--- src/hdl/edu_pkg.sv ---
// Shared types and constants for the Euclidean distance unit.
package edu_pkg;

  localparam int SUM_W      = 38;
  localparam int DIST_W     = 19;
  localparam int SQ_IN_W    = 19;
  localparam int ROOT_STEPS = 19;
  localparam int STEP_W     = $clog2(ROOT_STEPS);

  localparam logic [SUM_W-1:0] SUM_MAX = {SUM_W{1'b1}};

  typedef enum logic [4:0] {
    ST_IDLE   = 5'b00001,
    ST_DIFF   = 5'b00010,
    ST_SQUARE = 5'b00100,
    ST_ACCUM  = 5'b01000,
    ST_ROOT   = 5'b10000
  } edu_state_t;

endpackage

--- src/hdl/edu_isqrt.sv ---
// Iterative integer square root: one compare-and-subtract step per cycle.
module edu_isqrt (
  input  logic                        clk,
  input  logic                        rst,
  input  logic                        start,
  input  logic [edu_pkg::SUM_W-1:0]   operand,
  output logic                        done,
  output logic [edu_pkg::DIST_W-1:0]  root
);

  logic [edu_pkg::SUM_W-1:0]  rem;
  logic [edu_pkg::SUM_W-1:0]  res;
  logic [edu_pkg::SUM_W-1:0]  bitpos;
  logic [edu_pkg::STEP_W-1:0] step;
  logic                       busy;
  logic [edu_pkg::SUM_W-1:0]  trial;
  logic                       fits;

  assign trial = res + bitpos;
  assign fits  = rem >= trial;
  assign root  = res[edu_pkg::DIST_W-1:0];

  always_ff @(posedge clk) begin
    if (rst) begin
      busy <= 1'b0;
      done <= 1'b0;
      step <= '0;
    end else begin
      done <= 1'b0;
      if (start) begin
        busy <= 1'b1;
        step <= edu_pkg::STEP_W'(edu_pkg::ROOT_STEPS - 1);
      end else if (busy) begin
        step <= step - 1'b1;
        if (step == '0) begin
          busy <= 1'b0;
          done <= 1'b1;
        end
      end
    end
  end

  always_ff @(posedge clk) begin
    if (start) begin
      rem    <= operand;
      res    <= '0;
      bitpos <= edu_pkg::SUM_W'(1) << (edu_pkg::SUM_W - 2);
    end else if (busy) begin
      if (fits) begin
        rem <= rem - trial;
        res <= (res >> 1) + bitpos;
      end else begin
        res <= res >> 1;
      end
      bitpos <= bitpos >> 2;
    end
  end

endmodule

--- src/hdl/euclidean_distance_unit_top.sv ---
// Euclidean distance unit: sequencer, multiply-accumulate and result register.
// An item without the last flag takes the steps difference, square, accumulate.
// An item with the last flag adds the 19 steps of the square root unit;
// out_valid rises once the result register is free, and in_ready returns then.
// The finished distance waits in its own register, so the next vector proceeds.
// Synchronous active-high reset clears the running sum and all handshake state.
module euclidean_distance_unit_top #(
  parameter int COORD_WIDTH = 16
) (
  input  logic                        clk,
  input  logic                        rst,
  input  logic                        in_valid,
  output logic                        in_ready,
  input  logic signed [COORD_WIDTH-1:0] coord_first,
  input  logic signed [COORD_WIDTH-1:0] coord_second,
  input  logic                        last_element,
  output logic                        out_valid,
  input  logic                        out_ready,
  output logic [edu_pkg::DIST_W-1:0]  distance
);

  // The difference needs one bit more than the coordinates; the magnitude is
  // then widened so that the test for an oversized difference is uniform.
  localparam int DIFF_W = COORD_WIDTH + 1;
  localparam int MAG_W  = (DIFF_W > edu_pkg::SQ_IN_W + 1) ? DIFF_W : edu_pkg::SQ_IN_W + 1;

  edu_pkg::edu_state_t state, state_next;

  // Operands of the beat under work.
  logic signed [COORD_WIDTH-1:0] a_q;
  logic signed [COORD_WIDTH-1:0] b_q;
  logic                          last_q;

  // Datapath registers between the sequencer steps.
  logic [edu_pkg::SQ_IN_W-1:0] mag;
  logic                        huge;
  logic [edu_pkg::SUM_W-1:0]   square;
  logic [edu_pkg::SUM_W-1:0]   square_sum;

  logic signed [DIFF_W-1:0]   diff;
  logic [MAG_W-1:0]           mag_wide;
  logic [edu_pkg::SUM_W:0]    acc_raw;
  logic [edu_pkg::SUM_W-1:0]  acc_sum;

  logic                        root_start;
  logic                        root_done;
  logic [edu_pkg::DIST_W-1:0]  root;

  // Set once the root unit reports done, until the result is moved out.
  logic root_pending;

  assign in_ready = (state == edu_pkg::ST_IDLE);

  // Difference and its magnitude, sign-extended to a common width.
  assign diff     = DIFF_W'(a_q) - DIFF_W'(b_q);
  assign mag_wide = diff[DIFF_W-1] ? MAG_W'(-diff) : MAG_W'(diff);

  // Saturating accumulate: a carry out of the sum pins it at the maximum.
  assign acc_raw = {1'b0, square_sum} + {1'b0, square};
  assign acc_sum = acc_raw[edu_pkg::SUM_W] ? edu_pkg::SUM_MAX
                                           : acc_raw[edu_pkg::SUM_W-1:0];

  // The root starts on the final sum while the running sum is cleared.
  assign root_start = (state == edu_pkg::ST_ACCUM) && last_q;

  edu_isqrt u_isqrt (
    .clk     (clk),
    .rst     (rst),
    .start   (root_start),
    .operand (acc_sum),
    .done    (root_done),
    .root    (root)
  );

  always_comb begin
    state_next = state;
    unique case (state)
      edu_pkg::ST_IDLE: begin
        if (in_valid) state_next = edu_pkg::ST_DIFF;
      end
      edu_pkg::ST_DIFF:   state_next = edu_pkg::ST_SQUARE;
      edu_pkg::ST_SQUARE: state_next = edu_pkg::ST_ACCUM;
      edu_pkg::ST_ACCUM: begin
        state_next = last_q ? edu_pkg::ST_ROOT : edu_pkg::ST_IDLE;
      end
      edu_pkg::ST_ROOT: begin
        // The root stays in the unit until the result register is free.
        if (root_done) state_next = edu_pkg::ST_ROOT;
        if (root_pending && (!out_valid || out_ready)) state_next = edu_pkg::ST_IDLE;
      end
      default: state_next = edu_pkg::ST_IDLE;
    endcase
  end

  always_ff @(posedge clk) begin
    if (rst) begin
      state        <= edu_pkg::ST_IDLE;
      square_sum   <= '0;
      out_valid    <= 1'b0;
      root_pending <= 1'b0;
    end else begin
      state <= state_next;
      if (state == edu_pkg::ST_ACCUM) begin
        square_sum <= last_q ? '0 : acc_sum;
      end
      if (root_done) begin
        root_pending <= 1'b1;
      end
      if (state == edu_pkg::ST_ROOT && root_pending && (!out_valid || out_ready)) begin
        out_valid    <= 1'b1;
        root_pending <= 1'b0;
      end else if (out_valid && out_ready) begin
        out_valid <= 1'b0;
      end
    end
  end

  always_ff @(posedge clk) begin
    if (in_valid && in_ready) begin
      a_q    <= coord_first;
      b_q    <= coord_second;
      last_q <= last_element;
    end
    if (state == edu_pkg::ST_DIFF) begin
      mag  <= mag_wide[edu_pkg::SQ_IN_W-1:0];
      huge <= (mag_wide >> edu_pkg::SQ_IN_W) != '0;
    end
    if (state == edu_pkg::ST_SQUARE) begin
      square <= huge ? edu_pkg::SUM_MAX
                     : edu_pkg::SUM_W'(mag) * edu_pkg::SUM_W'(mag);
    end
    if (state == edu_pkg::ST_ROOT && root_pending && (!out_valid || out_ready)) begin
      distance <= root;
    end
  end

endmodule

--- config.mk ---
export PLATFORM = sky130hd
export DESIGN_NAME = euclidean_distance_unit_top
export DESIGN_NICKNAME = d
export VERILOG_FILES = /design/src/hdl/edu_pkg.sv /design/src/hdl/edu_isqrt.sv /design/src/hdl/euclidean_distance_unit_top.sv
export SDC_FILE = /design/constraint.sdc
export NUM_CORES = 1
export LEC_CHECK = 0
export ABC_CLOCK_PERIOD_IN_PS = 7800
export BUFFER_PORTS_ARGS = -buffer_cell sky130_fd_sc_hd__buf_2
export CAP_MARGIN = 30
export CORE_MARGIN = 4
export CORE_UTILIZATION = 50
export DETAILED_ROUTE_END_ITERATION = 6
export PLACE_DENSITY_LB_ADDON = 0.08
export SLEW_MARGIN = 30
export SYNTH_ARGS = -nofsm -noshare
export SYNTH_HDL_FRONTEND = slang
export SYNTH_HIERARCHICAL = 1
export SYNTH_SLANG_ARGS = --single-unit
--- constraint.sdc ---
create_clock -name clk -period 7.8 [get_ports clk]
set_clock_uncertainty 0.05 [all_clocks]
set_input_delay 1.95 -clock clk [delete_from_list [all_inputs] [get_ports clk]]
set_output_delay 1.95 -clock clk [all_outputs]
set_load 0.01 [all_outputs]
==> impl_metrics.json <==
{
  "status": "complete, no violations",
  "grt_start_max_net_pins": 80,
  "gp_congestion": 0.920,
  "slew_headroom_pct": 34.6,
  "cts_sinks": 257,
  "post_cts_resized": 0,
  "core_area_um2": 55100,
  "hpwl_mm": 56.5,
  "synth_seq_cells": 257,
  "grt.met3_usage_pct": 2.59,
  "insertion_delay_ns": 0.61,
  "postCtsSetupRepairBufs": 0,
  "yosysSeqAreaShare_pct": 23.9,
  "yosysMostFrequentCell": "inv_1",
  "synth_ff_type": "edfxtp_1",
  "finalPower_mw": 9.72,
  "worst_pin_slew_ns": 0.979,
  "dieHeight_um": 244,
  "place_area_um2": 28600,
  "yosys.area.top_type_share_pct": 18.1,
  "drv_cap": 0,
  "avgRoutedWirePerCell_um": 18.3,
  "grt_overflow": 0,
  "crit_arrival_ns": 7.36,
  "worstPathMaxFanout": 16,
  "finalMaxSlewViolations": 0,
  "busiest_layer": "met2",
  "finalHoldViolCount": 0,
  "grt_pass1_vias": 22400,
  "postSynthAreaPerCell_um2": 8.94,
  "hold_path_class": "flip-flop to flip-flop",
  "fill_cells": 5133,
  "remaining_drc_errors": 0,
  "synthArstFlopShare_pct": 0,
  "clk_path_buf_depth": 3,
  "rsz0062_at_grt": "no",
  "met1_usage_pct": 32.1,
  "drive_gt1_share_pct": 5.93,
  "ys_types": 90,
  "synth_edf_count": 148,
  "grt_use_total_pct": 23.9,
  "dieArea_um2": 59400,
  "final_nets": 3625,
  "timing.fmax_mhz": 142,
  "setup_viol": 0,
  "period_share_pct": 90.5,
  "routed_wirelength_mm": 70.6,
  "hold_buffers": 0,
  "grt_pass1_wl_mm": 117,
  "cts_tree": "done",
  "start_util_pct": 50.4,
  "grt_antenna_before_repair": 0,
  "pre_cts_slack_ns": 0.726,
  "first_pass_iters": 5,
  "yosys-top-cells-area": "fa_1 (18%), edfxtp_1 (16%), ha_1 (12%), dfxtp_1 (7.9%), inv_1 (6.1%)",
  "pwr_density_cell_nw_per_um2": 327,
  "crit_path_start_kind": "flip-flop",
  "use_met2_pct": 41.6,
  "synth_commonest_cells": "inv_1 (449), nand2_1 (282), ha_1 (260)",
  "final_antenna_net_count": 0,
  "vias_per_cell": 5.63,
  "htree_levels": 1,
  "setup_tns_ns": 0,
  "setup_ws_ns": 0.741,
  "numCtsBuffers": 31,
  "fin_crit_ns": 7.06,
  "drtIter0Drc": 1322,
  "worstSetupPathType": "flip-flop to flip-flop",
  "rows": 86,
  "layout-area-overhead-vs-synth_pct": 6.89,
  "clk_pin_slew_ns": 0.07,
  "syn_inst": 3106,
  "dieWidth_um": 244,
  "post-synth-top-area-cell": "fa_1",
  "ir_drop_uv": 510,
  "syn_area_um2": 27800,
  "final_area_um2": 29700,
  "num_io_pins": 58,
  "hold_ws_ns": 0.410,
  "vias": 21700,
  "critPathCaptureType": "flip-flop",
  "n_antenna_cell": 0,
  "synth_warnings": 6,
  "cellLeakagePower_nw": 13.3,
  "root_buffer": "clkbuf_16",
  "worstPathRequired_ns": 8.11,
  "placement.io_buffers": 57
}
cells in the final DEF (no fill, tap or decap), types with 18 or more instances in the layout:
cell type / netlist / layout
inv_1: 449 / 448
nand2_1: 282 / 282
ha_1: 260 / 260
fa_1: 251 / 251
nor2_1: 183 / 181
a21oi_1: 169 / 169
edfxtp_1: 148 / 148
o21ai_0: 134 / 133
xnor2_1: 111 / 111
dfxtp_1: 109 / 108
xor2_1: 71 / 71
a21o_1: 70 / 70
and2_1: 64 / 64
nand2b_1: 62 / 62
buf_2: 10 / 57
a31oi_1: 57 / 56
nand3_1: 46 / 46
nor3_1: 45 / 44
mux2i_1: 34 / 34
o21bai_1: 34 / 34
a211oi_1: 34 / 34
clkbuf_16: 0 / 34
nand4_1: 26 / 26
a22o_1: 26 / 26
nor2b_1: 24 / 24
and3_1: 22 / 22
o211ai_1: 21 / 21
or2_2: 18 / 18
o31ai_1: 18 / 18
area by class of cell:
| cell class | instances | area (um2) | area share (%) |
|---|---|---|---|
| multi-input combinational | 2260 | 18900 | 63.6 |
| sequential | 257 | 6630 | 22.3 |
| inverter | 451 | 1690 | 5.70 |
| clock buffer | 45 | 942 | 3.17 |
| tap | 748 | 936 | 3.15 |
| timing repair buffer | 76 | 452 | 1.52 |
| clock inverter | 13 | 156 | 0.527 |
registers in the layout (all words and copies together) (netlist names), 16 cells and up:
register	count
u_isqrt/rem	38
distance	19
mag	19
square_sum	38
square	38
u_isqrt/res	38
a_q	16
b_q	16
u_isqrt/bitpos	19
kinds of logic after synthesis:
| logic type | share of synthesized area (%) |
|---|---|
| adders and majority gates | 29.8 |
| buffers and inverters | 8.32 |
| AOI/OAI and AO/OA | 16.2 |
| DFF | 23.9 |
| other | 0.0135 |
| xor gates and xnor gates | 5.74 |
| and+or+nand+nor | 14.7 |
| muxes | 1.35 |
power breakdown:
group / internal (mW) / switching, mW
clock network: 0.937 / 0.615
registers: 1.62 / 0.0315
logic: 2.65 / 3.86
total: 5.21 / 4.51
worst max-delay path, cell delays in order (launching register included):
cell and delay [ns]:
edfxtp_1 0.81, inv_1 0.32, nor2_1 0.32, fa_1 0.49, ha_1 0.32, a21o_1 0.21
fa_1 0.56, fa_1 0.42, ha_1 0.28, inv_1 0.04, fa_1 0.47, inv_1 0.04
ha_1 0.22, or3_1 0.38, a311oi_1 0.44, o31a_1 0.28, o211ai_1 0.17, a41oi_1 0.43
o21ai_0 0.14, a21oi_1 0.20, xor2_1 0.16, nand2b_1 0.06
path summary, 6_finish.rpt:
check             cells after the start  slack [ns]           end         start
hold / removal                        1        0.41  root_pending  u_isqrt/done
setup reg to reg                     21        0.74    square[26]        mag[3]
hold reg to reg                       1        0.41  root_pending  u_isqrt/done
setup / recovery                     21        0.74    square[26]        mag[3]
through the flow:
step,utilization (%),instances
after floorplan,-,3108
after global placement,51.8,3790
after detailed placement,51.8,3790
after CTS,53.8,3848
after global routing,53.9,3850
final,53.9,3850
layer usage:
| metal | share of wire, % | up-vias |
|---|---|---|
| li1 | - | 10500 |
| met1 | 45 | 10500 |
| met2 | 49 | 510 |
| met3 | 3.8 | 113 |
| met4 | 2.9 | 0 |
| met5 | 0 | - |
No activity file was read; power rests on OpenSTA's default activity.
